--- config.mk ---
export PLATFORM = sky130hd
export DESIGN_NAME = flash_erase_program_sequencer
export DESIGN_NICKNAME = d
export VERILOG_FILES = /design/src/hdl/feps_pkg.sv /design/src/hdl/flash_erase_program_sequencer.sv /design/src/hdl/feps_divider.sv /design/src/hdl/feps_datapath.sv /design/src/hdl/feps_controller.sv
export VERILOG_INCLUDE_DIRS = /design/src /design/src/hdl
export SDC_FILE = /design/constraint.sdc
export NUM_CORES = 2
export LEC_CHECK = 0
export ABC_AREA = 1
export BUFFER_PORTS_ARGS = -buffer_cell sky130_fd_sc_hd__buf_4
export CAP_MARGIN = 0
export CORE_MARGIN = 5
export CORE_UTILIZATION = 30
export CTS_BUF_LIST = sky130_fd_sc_hd__clkbuf_4
export DETAILED_ROUTE_END_ITERATION = 10
export GPL_TIMING_DRIVEN = 0
export PLACE_DENSITY = 0.58
export SYNTH_ARGS = -nofsm -noshare
export SYNTH_HDL_FRONTEND = slang
export SYNTH_SLANG_ARGS = --single-unit
export TNS_END_PERCENT = 1
--- constraint.sdc ---
create_clock -name clk -period 5.87 [get_ports clk]
set_input_delay 1.174 -clock clk [delete_from_list [all_inputs] [get_ports clk]]
set_output_delay 1.174 -clock clk [all_outputs]
set_load 0.01 [all_outputs]
--- src/hdl/flash_erase_program_sequencer_assert.svh ---
// Assertion macros for the flash sequencer
`ifndef FLASH_ERASE_PROGRAM_SEQUENCER_ASSERT_SVH
`define FLASH_ERASE_PROGRAM_SEQUENCER_ASSERT_SVH
`define FEPS_ASSERT_IMPL(lbl, a, c) lbl: assert property (@(posedge clk) disable iff (!rst_n) \
  (a) |-> (c)) else $error("assertion failed");
`define FEPS_ASSERT_NEXT(lbl, a, c) lbl: assert property (@(posedge clk) disable iff (!rst_n) \
  (a) |=> (c)) else $error("assertion failed");
`endif

--- src/hdl/feps_pkg.sv ---
// ----------------------------------------------------------------------------
// feps_pkg
// Shared codes and command types for the flash sequencer.
// ----------------------------------------------------------------------------
package feps_pkg;
  localparam int WORD_BYTES = 8;
  localparam logic [2:0] PH_IDLE = 3'd0;
  localparam logic [2:0] PH_PREPARE = 3'd1;
  localparam logic [2:0] PH_ERASE_WAIT = 3'd2;
  localparam logic [2:0] PH_PROGRAM_WAIT = 3'd3;
  localparam logic [2:0] PH_DONE = 3'd4;
  localparam logic [2:0] PH_FAILED = 3'd5;
  localparam logic [2:0] ST_OK = 3'd0;
  localparam logic [2:0] ST_BUSY = 3'd1;
  localparam logic [2:0] ST_INVALID = 3'd2;
  localparam logic [2:0] ST_REJECTED = 3'd3;
  localparam logic [2:0] ST_IO = 3'd4;
  localparam logic [2:0] ST_TIMEOUT = 3'd5;
  localparam logic [2:0] ST_DEVICE = 3'd6;
  localparam logic [2:0] ST_UNDEF = 3'd7;
  localparam logic [1:0] FN_BEGIN = 2'd0;
  localparam logic [1:0] FN_TICK = 2'd1;
  localparam logic [1:0] FN_CANCEL = 2'd2;
  localparam logic [1:0] BR_OK = 2'd0;
  localparam logic [1:0] BR_BUSY = 2'd1;
  localparam logic [1:0] BR_INVALID = 2'd2;
  localparam logic [1:0] CMD_NONE = 2'd0;
  localparam logic [1:0] CMD_ERASE = 2'd1;
  localparam logic [1:0] CMD_PROGRAM = 2'd2;
  localparam logic [2:0] CFG_SLOT0 = 3'd0;
  localparam logic [2:0] CFG_SLOT1 = 3'd1;
  localparam logic [2:0] CFG_SLOT_BYTES = 3'd2;
  localparam logic [2:0] CFG_SECTOR = 3'd3;
  localparam logic [2:0] CFG_ALIGN = 3'd4;
  localparam logic [2:0] CFG_TIMEOUT = 3'd5;

  // controller -> datapath
  typedef struct packed {
    logic div_start;      // start remainder
    logic div_sel_sector; // 1: pos % sector, 0: off % align
    logic load_begin;     // arm write from begin item
    logic clr_erased;
    logic set_erased;     // erased_limit = base + sector
    logic load_time;
    logic add_chunk;
  } dp_cmd_t;

  // datapath -> controller
  typedef struct packed {
    logic div_done;
    logic rem_zero;
    logic pos_ge_erased;
    logic done_all;
    logic timed_out;
    logic begin_bad;      // bounds and length check failed
  } dp_stat_t;
endpackage

--- src/hdl/flash_erase_program_sequencer.sv ---
// ----------------------------------------------------------------------------
// flash_erase_program_sequencer
// Erase-before-write sequencer for two flash image slots. Each item yields
// one result. Items that need a remainder (begin alignment check, erase
// sector base) wait in a state for the bit-serial remainder unit before the
// finish state registers the result; all other items go from the input
// transfer straight to the finish state. One item is in work at a time; the
// item fields are captured at the input transfer.
// ----------------------------------------------------------------------------
module flash_erase_program_sequencer import feps_pkg::*; (
  input  logic        clk,
  input  logic        rst_n,
  input  logic        in_valid,
  output logic        in_ready,
  input  logic [1:0]  in_func,
  input  logic [1:0]  in_slot,
  input  logic [31:0] in_start_offset,
  input  logic [31:0] in_length,
  input  logic [63:0] in_data_word,
  input  logic [2:0]  in_poll_status,
  input  logic [2:0]  in_issue_status,
  input  logic [31:0] in_time_now,
  output logic        out_valid,
  input  logic        out_ready,
  output logic [1:0]  out_begin_result,
  output logic [2:0]  out_writer_status,
  output logic [1:0]  out_command,
  output logic [31:0] out_command_address,
  output logic [63:0] out_program_data,
  output logic [2:0]  out_phase,
  input  logic        cfg_valid,
  output logic        cfg_ready,
  input  logic [2:0]  cfg_index,
  input  logic [31:0] cfg_data
);
  `include "flash_erase_program_sequencer_assert.svh"

  dp_cmd_t     cmd;
  dp_stat_t    stat;
  logic [31:0] erase_addr, prog_addr;
  logic [63:0] prog_data;

  // item fields latched so they hold while the item works
  logic [31:0] off_r, len_r, now_r;
  logic [63:0] dw_r;
  logic [1:0]  slot_r;

  assign cfg_ready = 1'b1;

  always_ff @(posedge clk) begin
    if (in_valid && in_ready) begin
      off_r <= in_start_offset; len_r <= in_length; now_r <= in_time_now;
      dw_r <= in_data_word; slot_r <= in_slot;
    end
  end

  feps_controller u_ctrl (
    .clk(clk), .rst_n(rst_n), .in_valid(in_valid), .in_ready(in_ready),
    .in_func(in_func), .in_slot(in_slot),
    .in_start_offset((in_valid && in_ready) ? in_start_offset : off_r),
    .in_poll_status(in_poll_status), .in_issue_status(in_issue_status),
    .out_valid(out_valid), .out_ready(out_ready), .out_begin_result(out_begin_result),
    .out_writer_status(out_writer_status), .out_command(out_command),
    .out_command_address(out_command_address), .out_program_data(out_program_data),
    .out_phase(out_phase), .cmd(cmd), .stat(stat), .erase_addr(erase_addr),
    .prog_addr(prog_addr), .prog_data(prog_data)
  );

  feps_datapath u_dp (
    .clk(clk), .rst_n(rst_n), .cfg_we(cfg_valid), .cfg_idx(cfg_index),
    .cfg_data(cfg_data), .slot(slot_r),
    .start_offset((in_valid && in_ready) ? in_start_offset : off_r),
    .length(len_r), .data_word(dw_r), .time_now(now_r),
    .cmd(cmd), .stat(stat), .erase_addr(erase_addr), .prog_addr(prog_addr),
    .prog_data(prog_data)
  );

  `FEPS_ASSERT_IMPL(a_no_accept_stall, out_valid && !out_ready, !in_ready)
  `FEPS_ASSERT_NEXT(a_out_hold, out_valid && !out_ready,
                    out_valid && $stable(out_command_address))
  `FEPS_ASSERT_IMPL(a_phase_range, out_valid, out_phase <= PH_FAILED)
endmodule

--- src/hdl/feps_divider.sv ---
// ----------------------------------------------------------------------------
// feps_divider
// Bit-serial 32-bit remainder unit, one quotient bit per cycle.
// ----------------------------------------------------------------------------
module feps_divider import feps_pkg::*; (
  input  logic        clk,
  input  logic        rst_n,
  input  logic        start,
  input  logic [31:0] dividend,
  input  logic [31:0] divisor,
  output logic        done,
  output logic [31:0] remainder
);
  logic [31:0] rem_r, rem_nxt, num_r, num_nxt, dvs_r, dvs_nxt;
  logic [5:0]  cnt_r, cnt_nxt;
  logic        busy_r, busy_nxt, done_r, done_nxt;
  logic [32:0] trial;

  always_comb begin
    rem_nxt = rem_r; num_nxt = num_r; dvs_nxt = dvs_r;
    cnt_nxt = cnt_r; busy_nxt = busy_r; done_nxt = 1'b0;
    trial = {rem_r, num_r[31]};
    if (start) begin
      rem_nxt = '0; num_nxt = dividend;
      dvs_nxt = (divisor == '0) ? 32'd1 : divisor;
      cnt_nxt = 6'd32; busy_nxt = 1'b1;
    end else if (busy_r) begin
      if (trial >= {1'b0, dvs_r}) rem_nxt = 32'(trial - {1'b0, dvs_r});
      else rem_nxt = trial[31:0];
      num_nxt = {num_r[30:0], 1'b0};
      cnt_nxt = cnt_r - 6'd1;
      if (cnt_r == 6'd1) begin
        busy_nxt = 1'b0; done_nxt = 1'b1;
      end
    end
  end

  always_ff @(posedge clk) begin
    if (!rst_n) begin
      busy_r <= 1'b0; done_r <= 1'b0; cnt_r <= '0;
    end else begin
      busy_r <= busy_nxt; done_r <= done_nxt; cnt_r <= cnt_nxt;
    end
    rem_r <= rem_nxt; num_r <= num_nxt; dvs_r <= dvs_nxt;
  end

  assign done = done_r;
  assign remainder = rem_r;
endmodule

--- src/hdl/feps_datapath.sv ---
// ----------------------------------------------------------------------------
// feps_datapath
// Configuration, address and progress registers, remainder unit.
// ----------------------------------------------------------------------------
module feps_datapath import feps_pkg::*; (
  input  logic        clk,
  input  logic        rst_n,
  input  logic        cfg_we,
  input  logic [2:0]  cfg_idx,
  input  logic [31:0] cfg_data,
  input  logic [1:0]  slot,
  input  logic [31:0] start_offset,
  input  logic [31:0] length,
  input  logic [63:0] data_word,
  input  logic [31:0] time_now,
  input  dp_cmd_t     cmd,
  output dp_stat_t    stat,
  output logic [31:0] erase_addr,
  output logic [31:0] prog_addr,
  output logic [63:0] prog_data
);
  logic [31:0] slot0_r, slot1_r, sbytes_r, sector_r, align_r, tlim_r;
  logic [31:0] base_r, start_r, erased_r, done_r, total_r, t0_r;
  logic [31:0] pos, sec, rem, left, ebase;
  logic [3:0]  chunk;
  logic        ddone;

  assign pos = start_r + done_r;
  assign sec = (sector_r == '0) ? 32'd1 : sector_r;
  assign left = total_r - done_r;
  assign chunk = (left < 32'(WORD_BYTES)) ? left[3:0] : 4'(WORD_BYTES);
  assign ebase = pos - rem;

  feps_divider u_div (
    .clk(clk), .rst_n(rst_n), .start(cmd.div_start),
    .dividend(cmd.div_sel_sector ? pos : start_offset),
    .divisor(cmd.div_sel_sector ? sector_r : align_r),
    .done(ddone), .remainder(rem)
  );

  always_comb begin
    for (int i = 0; i < 8; i++)
      prog_data[8*i +: 8] = (4'(i) < chunk) ? data_word[8*i +: 8] : 8'hff;
  end

  assign erase_addr = base_r + ebase;
  assign prog_addr = base_r + pos;
  assign stat.div_done = ddone;
  assign stat.rem_zero = (rem == '0);
  assign stat.pos_ge_erased = (pos >= erased_r);
  assign stat.done_all = (done_r >= total_r);
  assign stat.timed_out = (32'(time_now - t0_r) >= tlim_r);
  assign stat.begin_bad = (length == '0) || (start_offset >= sbytes_r) ||
                          (length > sbytes_r - start_offset);

  always_ff @(posedge clk) begin
    if (!rst_n) begin
      slot0_r <= '0; slot1_r <= '0; sbytes_r <= 32'd65536; sector_r <= 32'd4096;
      align_r <= 32'd8; tlim_r <= 32'd1000000;
      base_r <= '0; start_r <= '0; erased_r <= '0; done_r <= '0; total_r <= '0;
      t0_r <= '0;
    end else begin
      if (cfg_we) begin
        case (cfg_idx)
          CFG_SLOT0:      slot0_r <= cfg_data;
          CFG_SLOT1:      slot1_r <= cfg_data;
          CFG_SLOT_BYTES: sbytes_r <= cfg_data;
          CFG_SECTOR:     sector_r <= cfg_data;
          CFG_ALIGN:      align_r <= cfg_data;
          CFG_TIMEOUT:    tlim_r <= cfg_data;
          default: ;
        endcase
      end
      if (cmd.load_begin) begin
        base_r <= slot[0] ? slot1_r : slot0_r;
        start_r <= start_offset; done_r <= '0; total_r <= length;
      end
      if (cmd.clr_erased) erased_r <= '0;
      if (cmd.set_erased) erased_r <= ebase + sec;
      if (cmd.load_time) t0_r <= time_now;
      if (cmd.add_chunk) done_r <= done_r + 32'(chunk);
    end
  end
endmodule

--- src/hdl/feps_controller.sv ---
// ----------------------------------------------------------------------------
// feps_controller
// Handshake and phase sequencing; drives the datapath.
// ----------------------------------------------------------------------------
module feps_controller import feps_pkg::*; (
  input  logic        clk,
  input  logic        rst_n,
  input  logic        in_valid,
  output logic        in_ready,
  input  logic [1:0]  in_func,
  input  logic [1:0]  in_slot,
  input  logic [31:0] in_start_offset,
  input  logic [2:0]  in_poll_status,
  input  logic [2:0]  in_issue_status,
  output logic        out_valid,
  input  logic        out_ready,
  output logic [1:0]  out_begin_result,
  output logic [2:0]  out_writer_status,
  output logic [1:0]  out_command,
  output logic [31:0] out_command_address,
  output logic [63:0] out_program_data,
  output logic [2:0]  out_phase,
  output dp_cmd_t     cmd,
  input  dp_stat_t    stat,
  input  logic [31:0] erase_addr,
  input  logic [31:0] prog_addr,
  input  logic [63:0] prog_data
);
  localparam logic [1:0] S_IDLE = 2'd0;
  localparam logic [1:0] S_DIV = 2'd1;
  localparam logic [1:0] S_FIN = 2'd2;

  logic [1:0]  st_r, st_nxt;
  logic [2:0]  ph_r, ph_nxt, stat_r, stat_nxt;
  logic        req_r, req_nxt, can_r, can_nxt, ov_r, ov_nxt;
  logic [1:0]  br_r, br_nxt, cm_r, cm_nxt, fn_r, fn_nxt;
  logic [31:0] ad_r, ad_nxt;
  logic [63:0] pd_r, pd_nxt;
  logic [2:0]  poll_r, poll_nxt, iss_r, iss_nxt, r;
  logic [1:0]  slot_r, slot_nxt;
  logic        acc;

  assign in_ready = (st_r == S_IDLE) && (!ov_r || out_ready);
  assign acc = in_valid && in_ready;

  always_comb begin
    st_nxt = st_r; ph_nxt = ph_r; stat_nxt = stat_r; req_nxt = req_r; can_nxt = can_r;
    ov_nxt = ov_r && !out_ready; br_nxt = br_r; cm_nxt = cm_r; ad_nxt = ad_r;
    pd_nxt = pd_r; fn_nxt = fn_r; poll_nxt = poll_r; iss_nxt = iss_r;
    slot_nxt = slot_r; cmd = '0; r = poll_r;
    case (st_r)
      S_IDLE: begin
        if (acc) begin
          fn_nxt = in_func; poll_nxt = in_poll_status; iss_nxt = in_issue_status;
          slot_nxt = in_slot;
          br_nxt = BR_OK; cm_nxt = CMD_NONE; ad_nxt = '0; pd_nxt = '0;
          if (in_func == FN_BEGIN) begin
            if (stat_r == ST_BUSY) begin
              br_nxt = BR_BUSY; st_nxt = S_FIN;
            end else begin
              cmd.div_start = 1'b1; st_nxt = S_DIV;
            end
          end else if (in_func == FN_TICK && ph_r == PH_PREPARE && !can_r &&
                       !stat.done_all && stat.pos_ge_erased) begin
            cmd.div_start = 1'b1; cmd.div_sel_sector = 1'b1; st_nxt = S_DIV;
          end else begin
            st_nxt = S_FIN;
          end
        end
      end
      S_DIV: begin
        cmd.div_sel_sector = (fn_r == FN_TICK);
        if (stat.div_done) st_nxt = S_FIN;
      end
      S_FIN: begin
        st_nxt = S_IDLE; ov_nxt = 1'b1;
        case (fn_r)
          FN_BEGIN: begin
            if (br_r == BR_BUSY) br_nxt = BR_BUSY;
            else if (slot_r[1] || stat.begin_bad || !stat.rem_zero) br_nxt = BR_INVALID;
            else if (poll_r == ST_BUSY) br_nxt = BR_BUSY;
            else begin
              cmd.load_begin = 1'b1;
              if (in_start_offset == '0) cmd.clr_erased = 1'b1;
              req_nxt = 1'b1; can_nxt = 1'b0; stat_nxt = ST_BUSY;
            end
          end
          FN_CANCEL: can_nxt = 1'b1;
          FN_TICK: begin
            case (ph_r)
              PH_PREPARE: begin
                if (can_r) begin
                  stat_nxt = ST_REJECTED; ph_nxt = PH_DONE;
                end else if (stat.done_all) begin
                  stat_nxt = ST_OK; ph_nxt = PH_DONE;
                end else begin
                  cmd.load_time = 1'b1;
                  if (stat.pos_ge_erased) begin
                    cm_nxt = CMD_ERASE; ad_nxt = erase_addr;
                    cmd.set_erased = 1'b1; ph_nxt = PH_ERASE_WAIT;
                  end else begin
                    cm_nxt = CMD_PROGRAM; ad_nxt = prog_addr; pd_nxt = prog_data;
                    ph_nxt = PH_PROGRAM_WAIT;
                  end
                  if (iss_r != ST_OK) begin
                    ph_nxt = PH_FAILED;
                    if (iss_r == ST_BUSY) stat_nxt = ST_IO;
                    else if (iss_r == ST_UNDEF) stat_nxt = ST_DEVICE;
                    else stat_nxt = iss_r;
                  end
                end
              end
              PH_ERASE_WAIT, PH_PROGRAM_WAIT: begin
                if (poll_r == ST_BUSY && stat.timed_out) r = ST_TIMEOUT;
                if (r != ST_BUSY) begin
                  if (r != ST_OK) begin
                    stat_nxt = (r == ST_UNDEF) ? ST_DEVICE : r; ph_nxt = PH_FAILED;
                  end else if (can_r) begin
                    stat_nxt = ST_REJECTED; ph_nxt = PH_DONE;
                  end else begin
                    if (ph_r == PH_PROGRAM_WAIT && !stat.done_all) cmd.add_chunk = 1'b1;
                    ph_nxt = PH_PREPARE;
                  end
                end
              end
              default: begin
                if (req_r) begin
                  req_nxt = 1'b0; ph_nxt = PH_PREPARE;
                end
              end
            endcase
          end
          default: ;
        endcase
      end
      default: st_nxt = S_IDLE;
    endcase
  end

  always_ff @(posedge clk) begin
    if (!rst_n) begin
      st_r <= S_IDLE; ph_r <= PH_IDLE; stat_r <= ST_OK; req_r <= 1'b0;
      can_r <= 1'b0; ov_r <= 1'b0;
    end else begin
      st_r <= st_nxt; ph_r <= ph_nxt; stat_r <= stat_nxt; req_r <= req_nxt;
      can_r <= can_nxt; ov_r <= ov_nxt;
    end
    br_r <= br_nxt; cm_r <= cm_nxt; ad_r <= ad_nxt; pd_r <= pd_nxt; fn_r <= fn_nxt;
    poll_r <= poll_nxt; iss_r <= iss_nxt; slot_r <= slot_nxt;
  end

  assign out_valid = ov_r;
  assign out_begin_result = br_r;
  assign out_writer_status = stat_r;
  assign out_command = cm_r;
  assign out_command_address = ad_r;
  assign out_program_data = pd_r;
  assign out_phase = ph_r;
endmodule
==> impl_results.md <==
* Mapped cell area at 0.04540 mm²
* Total Neg Setup Slack at -55.54 ns
* Via count at 43908
* Post-synth top area share at 20.59%
* Top FF cell, synth: dfxtp_1
* DRC viols at 0
* # port buffers at 316
* # H-tree levels at 4
* Delay-heaviest family, CP: compound AO/OA/AOI/OAI gates
* Final Cycle Share at 112.1%
* Number of flops mapped to enable cells by yosys at 302
* Initial antenna violation count at 15
* Distinct cells, synth at 66
* Worst hold slack at 0.1495 ns
* DRT Pass-1 Iters at 6
* Flops & latches, synth at 769
* CP max stage delay at 0.36 ns
* Worst-Margin Slew at 1.530 ns
* GRT Resource Usage Total at 21.53%
* Hold path start: in_func[1]
* Maxcap violations at 1
* Final Critical Period at 6.577 ns
* Sink Count at 769
* HPWL Detailed at 140300 µm
* Most common cell on crit path: nor2_2
* Routed WL at 178000 µm
* I/O pins at 319
* Largest net degree at the start of global routing at 81
* Max-slew violation count at 8
* PD cells at 366.4 mW/mm²
* CTS tree: built
* WP buf/inv at 9
* Worst min-delay path class: in -> reg
* R2r endpoint: u_ctrl.out_command_address[16]
* Clock root buffer: clkbuf_4
* Sequential element share of the synthesized area at 40.57%
* Clock-pin slew on the worst setup and hold paths at 0.07 ns
* Final worst setup slack at -0.7075 ns
* Total design power at 20.79 mW
* Final setup vio count at 187
* Row cnt at 142
* Async set-reset flop share out of synthesis at 0%
* Vias per cell at 4.959
* Reg2Reg Launch Point: u_dp.start_r[5]
* R2R setup slack at -0.71 ns
* Hold EP: u_ctrl.fn_r[1]
* Routed length per instance at 20.11 µm
* Starting Density at 30.24%
* Arrival time at the worst endpoint at 7.57 ns
* Post-synth top area cell: dfxtp_1
* Layout fillers at 15562
* Worst-skew pair later-pin latency at 1.25 ns
* First-pass GRT wire length at 257800 µm
* Synth-to-layout area growth at 24.97%
* Fin. Hold Viols at 0
* Layout cell share with drive strength beyond 1 at 16.90%
* Syn Area/Cell at 7.656 µm²
* Nets at 7228
* Mapped Nets at 6501
* Vias in the first global route at 41789
* Die Height at 399.0 µm
* Synthesis Warnings at 0
* Die width at 399.0 µm
* Die area at 0.1592 mm²
* Worst VDD drop at 0.0001664 V
* Skew final at 0.1323 ns
* Setup Slack @ Placement at -2.684 ns
* Maximum clock rate at 0.1520 GHz
* Leak at 25.29 nW
* Top post-synthesis cells by area: dfxtp_1, edfxtp_1, ha_1, nand2_1, o21ai_0
* CTS Buffer Depth at 3
* Startpoint types: register
* Status: complete, but fails checks
* CP max FO at 5
* Unrepaired setup endpoints after global routing: true
* Setup Crit Path Kind: reg -> reg
* Min-Delay Path Depth at 1
* Failing checks: max-capacitance violations, max-slew violations, negative setup slack
* Post-route ant nets at 0
* Num CTS Buffers at 213
* CP endpoint kind: register
* Placer Congestion at 0.9585
* Placeable Area at 0.1501 mm²
* R2R depth at 42
* Worst EP required at 6.87 ns
* Post-layout util at 37.79%
* Slowest-stage cell, CP: dfxtp_4
* Congestion Overflow GR at 0
* Number of DRC markers in iteration 0 at 4165
* Gate Count Post-Synth at 5930
* Slew margin rel. at -2.352%
worst max path at each step:
stage | start | to | slack, ns | depth (start not counted)
5_1_grt | u_dp.done_r[2] | u_ctrl.out_command_address[26] | -0.89 | 45
6_report | u_dp.start_r[5] | u_ctrl.out_command_address[16] | -0.71 | 42
3_5_place_dp | u_dp.done_r[2] | u_ctrl.out_command_address[31] | -2.68 | 39
2_1_floorplan | u_dp.done_r[0] | u_ctrl.out_command_address[26] | -0.002 | 44
3_3_place_gp | u_dp.done_r[23] | u_ctrl.out_program_data[52] | -2.80 | 12
4_1_cts | u_dp.start_r[0] | u_ctrl.out_command_address[26] | -0.70 | 43
cells in the final DEF, fill, tap and decap left out, drive strengths merged, types with 121 or more instances in the layout:
master and n:
nand2 1041, buf 444, inv 811, a21oi 583, o21ai 676, nor2 688
nand3 121, dfxtp 467, edfxtp 302, ha 352, clkbuf 504
metal layers:
layer | vias up | share of wire, % | track usage, %
met5 | - | 0.021 | 0
met4 | 6 | 2.9 | 6.941
met3 | 251 | 9.4 | 5.348
met2 | 1707 | 43 | 33.17
met1 | 20518 | 45 | 29.61
li1 | 21426 | - | -
where the power goes:
part           switching, mW  internal (mW)  leakage [nW]  total (mW)
registers              0.278           6.12          6.72        6.40
logic                   6.30           2.98          16.9        9.28
clock network           2.46           2.65          1.69        5.11
total                   9.04           11.7          25.3        20.8
synthesized netlist by cell type (3+ instances only):
library cell and number:
nor2_2 5, and2_1 5, o31ai_1 13, o221ai_1 5, o211ai_1 20, a31oi_1 69, nand3_2 3, and3_1 7
nor2_1 680, xor2_1 101, o21ai_1 44, a211oi_1 44, or2_2 35, ha_1 352, a21oi_1 582, nor2_4 3
a21boi_0 16, buf_6 11, nand2_1 1020, nand2_2 16, nor3_1 56, o21bai_1 19, dfxtp_1 467, buf_1 3
nand3b_1 9, buf_2 27, fa_1 9, or2_1 5, edfxtp_1 302, xnor2_1 71, clkbuf_1 164, nand2_4 5
clkbuf_2 5, nand4_1 59, nand4_2 3, buf_4 6, clkinv_1 3, nand3_1 118, nor4_1 40, a221oi_1 10
a21o_1 11, o21ai_0 630, inv_1 797, inv_2 8, o21a_1 46
kinds of logic (layout without fill, tap and decap cells):
group | count (synthesis) | after routing | synth area share [%]
AOI/OAI and AO/OA | 1526 | 1526 | 18.23
and+or+nand+nor | 2077 | 2077 | 18.99
xor gates and xnor gates | 172 | 172 | 3.318
buffers and inverters | 1024 | 1923 | 8.786
other | 1 | 10 | 0.008260
adders and majority gates | 361 | 361 | 10.10
DFF | 769 | 769 | 40.57
final cells by class:
class,instances,area [µm²],area share [%]
Multi-Input combinational cell,4137,24510,43.21
Sequential cell,769,18450,32.53
Timing Repair Buffer,513,4228,7.452
Inverter,808,3067,5.405
Clock buffer,337,2530,4.459
Tap cell,2016,2522,4.446
Buffer,215,1111,1.958
Clock inverter,50,289.0,0.5094
Antenna cell,9,22.52,0.03969
worst reg2reg max path, delay by kind of cell (launching register included):
| kind | cells | cell delay (ns) |
|---|---|---|
| and+or+nand+nor | 14 | 1.54 |
| AOI/OAI and AO/OA | 14 | 2.14 |
| adders and majority gates | 4 | 1.10 |
| DFF | 1 | 0.36 |
| buffers and inverters | 9 | 0.92 |
| xor gates and xnor gates | 1 | 0.35 |
metrics by stage:
step | area (µm²) | cells
5_1_grt | 56730 | 8851
3_5_place_dp | 50540 | 8270
3_3_place_gp | 50400 | 8262
6_report | 56740 | 8854
2_1_floorplan | 45500 | 5930
4_1_cts | 55950 | 8819
what timing repair did:
item / CTS / global route
gates resized for setup: 264 / 123
hold endpoints to repair: 117 / 0
endpoints found under the setup margin: 410 / 215
pin swaps: 60 / 63
setup buffers: 47 / 26
hold buffers: 117 / 0
Note: power is estimated with default switching activity, not from simulation.
